--- src/hw/rtl/cfa_pkg.sv ---
// ----------------------------------------------------------------------------
// cfa_pkg
// Shared types, command codes and divider step for the constant fold ALU.
// ----------------------------------------------------------------------------
package cfa_pkg;

	localparam int unsigned CMD_W       = 5;
	localparam int unsigned VAL_W       = 17;
	localparam int unsigned WORD_W      = 32;
	localparam int unsigned HALF_W      = 16;
	localparam int unsigned DIV_STEPS   = 2;

	localparam logic [CMD_W-1:0] CMD_NEG  = 5'd0;
	localparam logic [CMD_W-1:0] CMD_NOT  = 5'd1;
	localparam logic [CMD_W-1:0] CMD_LNOT = 5'd2;
	localparam logic [CMD_W-1:0] CMD_CONV = 5'd3;
	localparam logic [CMD_W-1:0] CMD_ADD  = 5'd4;
	localparam logic [CMD_W-1:0] CMD_SUB  = 5'd5;
	localparam logic [CMD_W-1:0] CMD_MUL  = 5'd6;
	localparam logic [CMD_W-1:0] CMD_DIV  = 5'd7;
	localparam logic [CMD_W-1:0] CMD_MOD  = 5'd8;
	localparam logic [CMD_W-1:0] CMD_SHL  = 5'd9;
	localparam logic [CMD_W-1:0] CMD_SHR  = 5'd10;
	localparam logic [CMD_W-1:0] CMD_AND  = 5'd11;
	localparam logic [CMD_W-1:0] CMD_OR   = 5'd12;
	localparam logic [CMD_W-1:0] CMD_XOR  = 5'd13;
	localparam logic [CMD_W-1:0] CMD_EQ   = 5'd14;
	localparam logic [CMD_W-1:0] CMD_NE   = 5'd15;
	localparam logic [CMD_W-1:0] CMD_LT   = 5'd16;
	localparam logic [CMD_W-1:0] CMD_GT   = 5'd17;
	localparam logic [CMD_W-1:0] CMD_LE   = 5'd18;
	localparam logic [CMD_W-1:0] CMD_GE   = 5'd19;
	localparam logic [CMD_W-1:0] CMD_LAND = 5'd20;
	localparam logic [CMD_W-1:0] CMD_LOR  = 5'd21;

	typedef struct packed {
		logic              sel_div;
		logic              sel_mod;
		logic              rel;
		logic              one_byte;
		logic              res_unsigned;
		logic [HALF_W-1:0] value;
	} ctl_t;

	typedef struct packed {
		logic [WORD_W-1:0] rem;
		logic [WORD_W-1:0] dvd;
	} div_t;

	// one restoring step: quotient bits shift into the dividend word
	function automatic div_t div_step(input div_t cur, input logic [WORD_W-1:0] dvs);
		logic [WORD_W:0] r;
		div_t            nxt;
		r       = {cur.rem, cur.dvd[WORD_W-1]};
		nxt.dvd = {cur.dvd[WORD_W-2:0], 1'b0};
		if (r >= {1'b0, dvs}) begin
			r          = r - {1'b0, dvs};
			nxt.dvd[0] = 1'b1;
		end
		nxt.rem = r[WORD_W-1:0];
		return nxt;
	endfunction

endpackage

--- src/hw/rtl/cfa_in_if.sv ---
// ----------------------------------------------------------------------------
// cfa_in_if
// Operand channel of the constant fold ALU.
// ----------------------------------------------------------------------------
interface cfa_in_if;
	logic                            valid;
	logic                            ready;
	logic [cfa_pkg::CMD_W-1:0]       command;
	logic signed [cfa_pkg::VAL_W-1:0] left_value;
	logic signed [cfa_pkg::VAL_W-1:0] right_value;
	logic                            left_is_unsigned;
	logic                            right_is_unsigned;
	logic [1:0]                      result_bytes;
	logic                            result_is_unsigned;

	modport source (output valid, command, left_value, right_value, left_is_unsigned,
		right_is_unsigned, result_bytes, result_is_unsigned, input ready);
	modport sink (input valid, command, left_value, right_value, left_is_unsigned,
		right_is_unsigned, result_bytes, result_is_unsigned, output ready);
endinterface

--- src/hw/rtl/cfa_out_if.sv ---
// ----------------------------------------------------------------------------
// cfa_out_if
// Result channel of the constant fold ALU.
// ----------------------------------------------------------------------------
interface cfa_out_if;
	logic                             valid;
	logic                             ready;
	logic signed [cfa_pkg::VAL_W-1:0] folded_value;

	modport source (output valid, folded_value, input ready);
	modport sink (input valid, folded_value, output ready);
endinterface

--- src/hw/rtl/constant_fold_alu_unit.sv ---
// ----------------------------------------------------------------------------
// constant_fold_alu_unit
// Folds one C operator over two extended constants in 32-bit arithmetic.
// ----------------------------------------------------------------------------
//  channel   dir   carries
//  operands  in    command, left/right value and signedness, result type
//  result    out   folded_value
//
// One transaction per cycle unless result stalls. The result passes through one input
// register, 32/DivStepsPerStage divider stages (DivStepsPerStage quotient bits
// per stage) and one output register.
// Reset clears the valid bits only. A stall on result freezes every stage;
// operands.ready is low exactly while a result waits untaken.
module constant_fold_alu_unit #(
	parameter int unsigned DivStepsPerStage = cfa_pkg::DIV_STEPS
) (
	input logic clk,
	input logic arst_n,
	cfa_in_if.sink   operands,
	cfa_out_if.source result
);
	localparam int unsigned W     = cfa_pkg::WORD_W;
	localparam int unsigned H     = cfa_pkg::HALF_W;
	localparam int unsigned NSTG  = W / DivStepsPerStage;

	logic en;
	assign en             = !result.valid || result.ready;
	assign operands.ready = en;

	logic [W-1:0] lv, rv;
	logic         sgn, lt, gt, eq, big_shift;
	cfa_pkg::ctl_t ctl_in;
	logic [H-1:0]  prod;

	assign lv  = {{(W-cfa_pkg::VAL_W){operands.left_value[cfa_pkg::VAL_W-1]}},
		operands.left_value};
	assign rv  = {{(W-cfa_pkg::VAL_W){operands.right_value[cfa_pkg::VAL_W-1]}},
		operands.right_value};
	assign sgn = !operands.left_is_unsigned && !operands.right_is_unsigned;
	assign eq  = lv == rv;
	assign lt  = sgn ? ($signed(lv) < $signed(rv)) : (lv < rv);
	assign gt  = !lt && !eq;
	assign big_shift = |rv[W-1:5];
	assign prod = H'(lv[H-1:0] * rv[H-1:0]);

	always_comb begin
		ctl_in.sel_div      = 1'b0;
		ctl_in.sel_mod      = 1'b0;
		ctl_in.rel          = 1'b0;
		ctl_in.one_byte     = operands.result_bytes == 2'd1;
		ctl_in.res_unsigned = operands.result_is_unsigned;
		ctl_in.value        = '0;
		case (operands.command)
			cfa_pkg::CMD_NEG:  ctl_in.value = H'(0 - lv[H-1:0]);
			cfa_pkg::CMD_NOT:  ctl_in.value = ~lv[H-1:0];
			cfa_pkg::CMD_LNOT: ctl_in.value = H'(lv == '0);
			cfa_pkg::CMD_CONV: ctl_in.value = lv[H-1:0];
			cfa_pkg::CMD_ADD:  ctl_in.value = H'(lv[H-1:0] + rv[H-1:0]);
			cfa_pkg::CMD_SUB:  ctl_in.value = H'(lv[H-1:0] - rv[H-1:0]);
			cfa_pkg::CMD_MUL:  ctl_in.value = prod;
			cfa_pkg::CMD_DIV: begin
				ctl_in.value   = lv[H-1:0];
				ctl_in.sel_div = rv != '0;
			end
			cfa_pkg::CMD_MOD: begin
				ctl_in.value   = lv[H-1:0];
				ctl_in.sel_mod = rv != '0;
			end
			cfa_pkg::CMD_SHL: ctl_in.value = big_shift ? '0 : H'(lv[H-1:0] << rv[4:0]);
			cfa_pkg::CMD_SHR: ctl_in.value = big_shift ? '0 : H'(lv >> rv[4:0]);
			cfa_pkg::CMD_AND: ctl_in.value = lv[H-1:0] & rv[H-1:0];
			cfa_pkg::CMD_OR:  ctl_in.value = lv[H-1:0] | rv[H-1:0];
			cfa_pkg::CMD_XOR: ctl_in.value = lv[H-1:0] ^ rv[H-1:0];
			cfa_pkg::CMD_EQ:  begin ctl_in.rel = 1'b1; ctl_in.value = H'(eq); end
			cfa_pkg::CMD_NE:  begin ctl_in.rel = 1'b1; ctl_in.value = H'(!eq); end
			cfa_pkg::CMD_LT:  begin ctl_in.rel = 1'b1; ctl_in.value = H'(lt); end
			cfa_pkg::CMD_GT:  begin ctl_in.rel = 1'b1; ctl_in.value = H'(gt); end
			cfa_pkg::CMD_LE:  begin ctl_in.rel = 1'b1; ctl_in.value = H'(!gt); end
			cfa_pkg::CMD_GE:  begin ctl_in.rel = 1'b1; ctl_in.value = H'(!lt); end
			cfa_pkg::CMD_LAND: begin
				ctl_in.rel   = 1'b1;
				ctl_in.value = H'(lv != '0 && rv != '0);
			end
			cfa_pkg::CMD_LOR: begin
				ctl_in.rel   = 1'b1;
				ctl_in.value = H'(lv != '0 || rv != '0);
			end
			default: ctl_in.value = '0;
		endcase
		if (ctl_in.rel) begin
			ctl_in.one_byte     = 1'b0;
			ctl_in.res_unsigned = 1'b0;
		end
	end

	// stage 0 is the input register, stages 1..NSTG run the divider
	logic          vld_s [0:NSTG];
	cfa_pkg::ctl_t ctl_s [0:NSTG];
	cfa_pkg::div_t div_s [0:NSTG];
	logic [W-1:0]  dvs_s [0:NSTG];

	always_ff @(posedge clk or negedge arst_n) begin
		if (!arst_n) begin
			vld_s[0] <= 1'b0;
		end else if (en) begin
			vld_s[0] <= operands.valid;
		end
	end

	always_ff @(posedge clk) begin
		if (en) begin
			ctl_s[0]     <= ctl_in;
			div_s[0].rem <= '0;
			div_s[0].dvd <= lv;
			dvs_s[0]     <= rv;
		end
	end

	for (genvar k = 1; k <= NSTG; k++) begin : g_div
		cfa_pkg::div_t step [0:DivStepsPerStage];

		always_comb begin
			step[0] = div_s[k-1];
			for (int j = 0; j < DivStepsPerStage; j++) begin
				step[j+1] = cfa_pkg::div_step(step[j], dvs_s[k-1]);
			end
		end

		always_ff @(posedge clk or negedge arst_n) begin
			if (!arst_n) begin
				vld_s[k] <= 1'b0;
			end else if (en) begin
				vld_s[k] <= vld_s[k-1];
			end
		end

		always_ff @(posedge clk) begin
			if (en) begin
				ctl_s[k] <= ctl_s[k-1];
				div_s[k] <= step[DivStepsPerStage];
				dvs_s[k] <= dvs_s[k-1];
			end
		end
	end

	cfa_pkg::ctl_t fin;
	logic [H-1:0]  fv;
	logic          ext;
	logic signed [cfa_pkg::VAL_W-1:0] wrapped;

	assign fin = ctl_s[NSTG];
	assign fv  = fin.sel_div ? div_s[NSTG].dvd[H-1:0] :
		fin.sel_mod ? div_s[NSTG].rem[H-1:0] : fin.value;

	always_comb begin
		if (fin.one_byte) begin
			ext     = !fin.res_unsigned && fv[7];
			wrapped = {{(cfa_pkg::VAL_W-8){ext}}, fv[7:0]};
		end else begin
			ext     = !fin.res_unsigned && fv[H-1];
			wrapped = {ext, fv};
		end
	end

	logic                             out_vld_q;
	logic signed [cfa_pkg::VAL_W-1:0] out_val_q;

	always_ff @(posedge clk or negedge arst_n) begin
		if (!arst_n) begin
			out_vld_q <= 1'b0;
		end else if (en) begin
			out_vld_q <= vld_s[NSTG];
		end
	end

	always_ff @(posedge clk) begin
		if (en) begin
			out_val_q <= wrapped;
		end
	end

	assign result.valid        = out_vld_q;
	assign result.folded_value = out_val_q;

`ifndef SYNTHESIS
	a_stall_blocks_input: assert property (@(posedge clk) disable iff (!arst_n)
		result.valid && !result.ready |-> !operands.ready)
		else $error("input taken while result stalled");

	a_rel_is_bool: assert property (@(posedge clk) disable iff (!arst_n)
		vld_s[NSTG] && fin.rel |-> fin.value[H-1:1] == '0 && !fin.one_byte)
		else $error("relation result not 0/1 int");

	a_div_mod_excl: assert property (@(posedge clk) disable iff (!arst_n)
		vld_s[0] |-> !(ctl_s[0].sel_div && ctl_s[0].sel_mod))
		else $error("divide and modulo both selected");
`endif

endmodule
--- src/flat_wrapper.sv ---
// flat-port wrapper written by rule: the top's interface ports become plain ports
module constant_fold_alu_unit_flat 
#(
	parameter int unsigned DivStepsPerStage = cfa_pkg::DIV_STEPS
)
  (clk, arst_n, operands_valid, operands_command, operands_left_value, operands_right_value, operands_left_is_unsigned, operands_right_is_unsigned, operands_result_bytes, operands_result_is_unsigned, operands_ready, result_valid, result_folded_value, result_ready);
  cfa_in_if operands_i ();
  cfa_out_if result_i ();
  input logic clk;
  input logic arst_n;
  input wire logic [$bits(operands_i.valid)-1:0] operands_valid;
  input wire logic [$bits(operands_i.command)-1:0] operands_command;
  input wire logic [$bits(operands_i.left_value)-1:0] operands_left_value;
  input wire logic [$bits(operands_i.right_value)-1:0] operands_right_value;
  input wire logic [$bits(operands_i.left_is_unsigned)-1:0] operands_left_is_unsigned;
  input wire logic [$bits(operands_i.right_is_unsigned)-1:0] operands_right_is_unsigned;
  input wire logic [$bits(operands_i.result_bytes)-1:0] operands_result_bytes;
  input wire logic [$bits(operands_i.result_is_unsigned)-1:0] operands_result_is_unsigned;
  output wire logic [$bits(operands_i.ready)-1:0] operands_ready;
  output wire logic [$bits(result_i.valid)-1:0] result_valid;
  output wire logic [$bits(result_i.folded_value)-1:0] result_folded_value;
  input wire logic [$bits(result_i.ready)-1:0] result_ready;
  assign operands_i.valid = operands_valid;
  assign operands_i.command = operands_command;
  assign operands_i.left_value = operands_left_value;
  assign operands_i.right_value = operands_right_value;
  assign operands_i.left_is_unsigned = operands_left_is_unsigned;
  assign operands_i.right_is_unsigned = operands_right_is_unsigned;
  assign operands_i.result_bytes = operands_result_bytes;
  assign operands_i.result_is_unsigned = operands_result_is_unsigned;
  assign operands_ready = operands_i.ready;
  assign result_valid = result_i.valid;
  assign result_folded_value = result_i.folded_value;
  assign result_i.ready = result_ready;
  constant_fold_alu_unit #(.DivStepsPerStage(DivStepsPerStage)) u_core (.clk(clk), .arst_n(arst_n), .operands(operands_i), .result(result_i));
endmodule
--- config.mk ---
export PLATFORM = sky130hd
export DESIGN_NAME = constant_fold_alu_unit_flat
export DESIGN_NICKNAME = d
export VERILOG_FILES = /design/src/hw/rtl/cfa_pkg.sv /design/src/hw/rtl/cfa_in_if.sv /design/src/hw/rtl/cfa_out_if.sv /design/src/hw/rtl/constant_fold_alu_unit.sv /design/src/flat_wrapper.sv
export SDC_FILE = /design/constraint.sdc
export NUM_CORES = 2
export LEC_CHECK = 0
export ABC_AREA = 0
export BUFFER_PORTS_ARGS = -buffer_cell sky130_fd_sc_hd__buf_2
export CAP_MARGIN = 20
export CORE_ASPECT_RATIO = 1.1
export CORE_UTILIZATION = 40
export DETAILED_ROUTE_END_ITERATION = 12
export GPL_ROUTABILITY_DRIVEN = 0
export SYNTH_ARGS = -nofsm -noshare
export SYNTH_HDL_FRONTEND = slang
export SYNTH_SLANG_ARGS = --single-unit
--- constraint.sdc ---
create_clock -name clk -period 55.1 [get_ports clk]
set_clock_uncertainty 0.15 [all_clocks]
set_input_delay 2.755 -clock clk [delete_from_list [all_inputs] [get_ports clk]]
set_output_delay 2.755 -clock clk [all_outputs]
set_load 0.005 [all_outputs]
==> out/summary.txt <==
Least-Margin Pin Slew - 1.05 ns
gr ovfl total - 0
overall die height - 553 um
multiplexer fraction of the synthesized cell area - 0.0611
count of boundary I/O pins - 67
die outline area - 278000 um^2
status - completed
pin count of the biggest net entering global routing - 150
die width - 503 um
Synth Cell Area - 110000 um^2
type of the setup path with the least slack - reg -> reg
Post-CTS Setup Inserts - 0
number of cell rows - 201
via count of the first global-routing pass - 83656
Finish-stage setup viols - 0
clock buffers created by TritonCTS - 164
synthesized netlist net count - 12310
post-route ant nets - 0
delay of the slowest cell on the worst path - 0.67 ns
DR WL/cell - 20.6 um
synthesized area divided by synthesized cell count - 9.98 um^2
Final Hold Fails - 0
sink count of the clock tree - 1423
worst min-delay path startpoint - u_core.ctl_s[0][217]
ratio of final minimum period to clock period - 0.153
first-pass GRT wire length - 471000 um
most frequent cells in the layout - sky130_fd_sc_hd__edfxtp_1, sky130_fd_sc_hd__ha_1, sky130_fd_sc_hd__a21oi_1
arrival time of the worst setup path - 8.86 ns
number of unique standard cell types used by synthesis - 111
cts repair resizes - 0
Max transition margin - 0.302
hold-critical path depth - 0
sum of routed wire length over all layers - 307000 um
detailed-route DRC error count - 0
synthesized netlist cell count - 11049
proportion of layout cells with a drive suffix above 1 - 0.0801
core area - 273000 um^2
detailed-routing iteration count for the pre-antenna-repair pass - 9
total global-route track usage - 0.215
WHS Endpoint - u_core.ctl_s[0][238]
dominant combinational cell family by area after synthesis - compound AO/OA/AOI/OAI gates
clock network latency to the later pin of the worst-skew pair - 0.87 ns
via density per instance - 5.76
count of hold buffers inserted by post-cts repair - 0
critical path launch point type - flop
initial DRC count - 6748
kind of path behind the tightest hold check - reg -> reg
Max H-tree Level - 4
TritonCTS clock tree - done
clock edge transition at the registers on the reported setup and hold paths - 0.06 ns
Register-to-Register Path Depth - 28
compound-gate portion of the synthesized area - 0.187
critical path fanouts, max - 32
combined flip-flop and latch cell area - 42600 um^2
minimum period implied by the final worst setup slack - 8.41 ns
Peak Freq - 119 MHz
fraction of the yosys area taken by sequential cells - 0.387
area fraction in and, or, nand and nor cells after synthesis - 0.117
data required time at the worst endpoint - 55.55 ns
count of port buffers added during placement - 66
initial antenna violation count - 5
reg-to-reg startpoint - u_core.dvs_s[0][447]
HPWL after detailed placement - 239000 um
number of enable-type register cells in the synthesized netlist - 1405
xor and xnor fraction of the mapped netlist area - 0.0677
endpoint class of the critical path - flop
Top FF cell, synth - sky130_fd_sc_hd__edfxtp_1
setup repair after global routing missed its margin - no
count of warnings emitted by yosys - 0
cell with the biggest individual delay on the critical path - sky130_fd_sc_hd__o211a_1
final-report max-slew violation count - 0
root buffer cell - sky130_fd_sc_hd__clkbuf_16
number of max-cap violations - 0
commonest non-fill, non-tap cell in the layout - sky130_fd_sc_hd__edfxtp_1
fraction of registers with async set or reset after synthesis - 0.0126
vias after detailed routing - 85803
maximum number of buffers from clock root to sink - 3
Reg-to-Reg End - u_core.div_s[0][953]
count of state elements after synthesis - 1423
final sum of negative setup slack - 0 ns
adder-cell share of the synthesized area - 0.145
Top cell by count, worst path - sky130_fd_sc_hd__a21oi_1
relative area change from synthesis to final layout - 9.23%
Net count, final - 12363
effective utilization at floorplan - 0.403
setup slack of the worst register-to-register path - 46.69 ns
area of the multi-input gates - 63900 um^2
fill cell total of the finished layout - 25705
## state kept, by name, indices dropped and copies added, names as in the netlist
signal,flops
u_core.result.valid,1
u_core.ctl_s,340
u_core.result.folded_value,17
u_core.vld_s,17
u_core.div_s,776
u_core.dvs_s,272
## area by class of cell
| cell class | count | area share |
|---|---|---|
| timing repair buffer | 149 | 0.00856 |
| sequential | 1423 | 0.354 |
| clock buffer | 189 | 0.0349 |
| multi-input combinational | 8645 | 0.531 |
| antenna | 3 | 0.0000623 |
| tap | 3654 | 0.0380 |
| clock inverter | 112 | 0.0115 |
| inverter | 719 | 0.0224 |
## logic make-up (layout without fill, tap and decap cells)
| family | Yosys count | after routing |
|---|---|---|
| compound gates | 3240 | 3240 |
| xor+xnor | 852 | 852 |
| fa+ha+maj | 1213 | 1213 |
| buf+inv | 981 | 1169 |
| flops | 1423 | 1423 |
| mux | 587 | 587 |
| other cells | 0 | 3 |
| simple gates | 2753 | 2753 |
## worst max path at each step
stage	from	to	cells after the start
6_report	u_core.dvs_s[0][447]	u_core.div_s[0][953]	28
4_1_cts	u_core.dvs_s[0][447]	u_core.div_s[0][957]	28
5_1_grt	u_core.dvs_s[0][447]	u_core.div_s[0][957]	28
3_5_place_dp	operands_left_value[1]	u_core.ctl_s[0][15]	20
3_3_place_gp	operands_right_value[4]	u_core.ctl_s[0][14]	21
2_1_floorplan	result_ready	u_core.vld_s[0]	4
## worst max-delay path: cells and delay by family (launching register included)
family,cells,cell delay (ns)
compound gates,18,4.88
fa+ha+maj,2,0.73
buf+inv,6,1.48
flops,1,0.39
simple gates,1,0.14
mux,1,0.37
## synth_stat cells, drive strengths merged (25+ instances only)
| master | number | area [um^2] |
|---|---|---|
| and3 | 91 | 569 |
| nor2b | 125 | 782 |
| nand2 | 837 | 3140 |
| edfxtp | 1405 | 42200 |
| nand2b | 134 | 838 |
| nor2 | 792 | 2990 |
| or2 | 27 | 169 |
| ha | 1100 | 13800 |
| xor2 | 250 | 2190 |
| nor3 | 197 | 996 |
| mux2 | 515 | 5900 |
| a31o | 27 | 245 |
| o21a | 162 | 1220 |
| and2 | 59 | 369 |
| nor4 | 50 | 325 |
| nand4 | 130 | 813 |
| a22oi | 28 | 210 |
| o21ai | 731 | 3660 |
| a211o | 36 | 315 |
| a21o | 459 | 3450 |
| or3 | 39 | 244 |
| a21boi | 39 | 300 |
| clkbuf | 189 | 709 |
| fa | 113 | 2260 |
| inv | 712 | 2670 |
| xnor2 | 602 | 5270 |
| buf | 73 | 427 |
| a211oi | 82 | 626 |
| a221oi | 42 | 393 |
| a31oi | 90 | 578 |
| nand3 | 175 | 876 |
| o31ai | 69 | 528 |
| mux2i | 63 | 631 |
| and4 | 25 | 219 |
| o21bai | 143 | 1070 |
| o211ai | 58 | 440 |
| a21oi | 989 | 4960 |
## stage by stage
stage           util  instance area (um^2)  instances  setup slack (ns)  hold WS [ns]
2_1_floorplan      -                110000      11049              8.76         0.250
3_3_place_gp   0.420                115000      14585             45.94         0.251
3_5_place_dp   0.420                115000      14585             45.93         0.255
4_1_cts        0.440                120000      14886             46.77         0.213
5_1_grt        0.441                120000      14891             46.28         0.242
6_report       0.441                120000      14894             46.69         0.212
## layer usage
layer | global-route usage | vias up | part of all wire | wire (um)
met4 | 0.0955 | 0 | 0.047 | 14400
met2 | 0.374 | 2689 | 0.49 | 150000
li1 | - | 41241 | - | -
met1 | 0.263 | 41208 | 0.41 | 127000
met5 | 0 | - | 0 | 0
met3 | 0.0249 | 665 | 0.051 | 15700
Power is not shown: default switching activity piles up to over one toggle a cycle in this logic, so the estimate is an artifact.
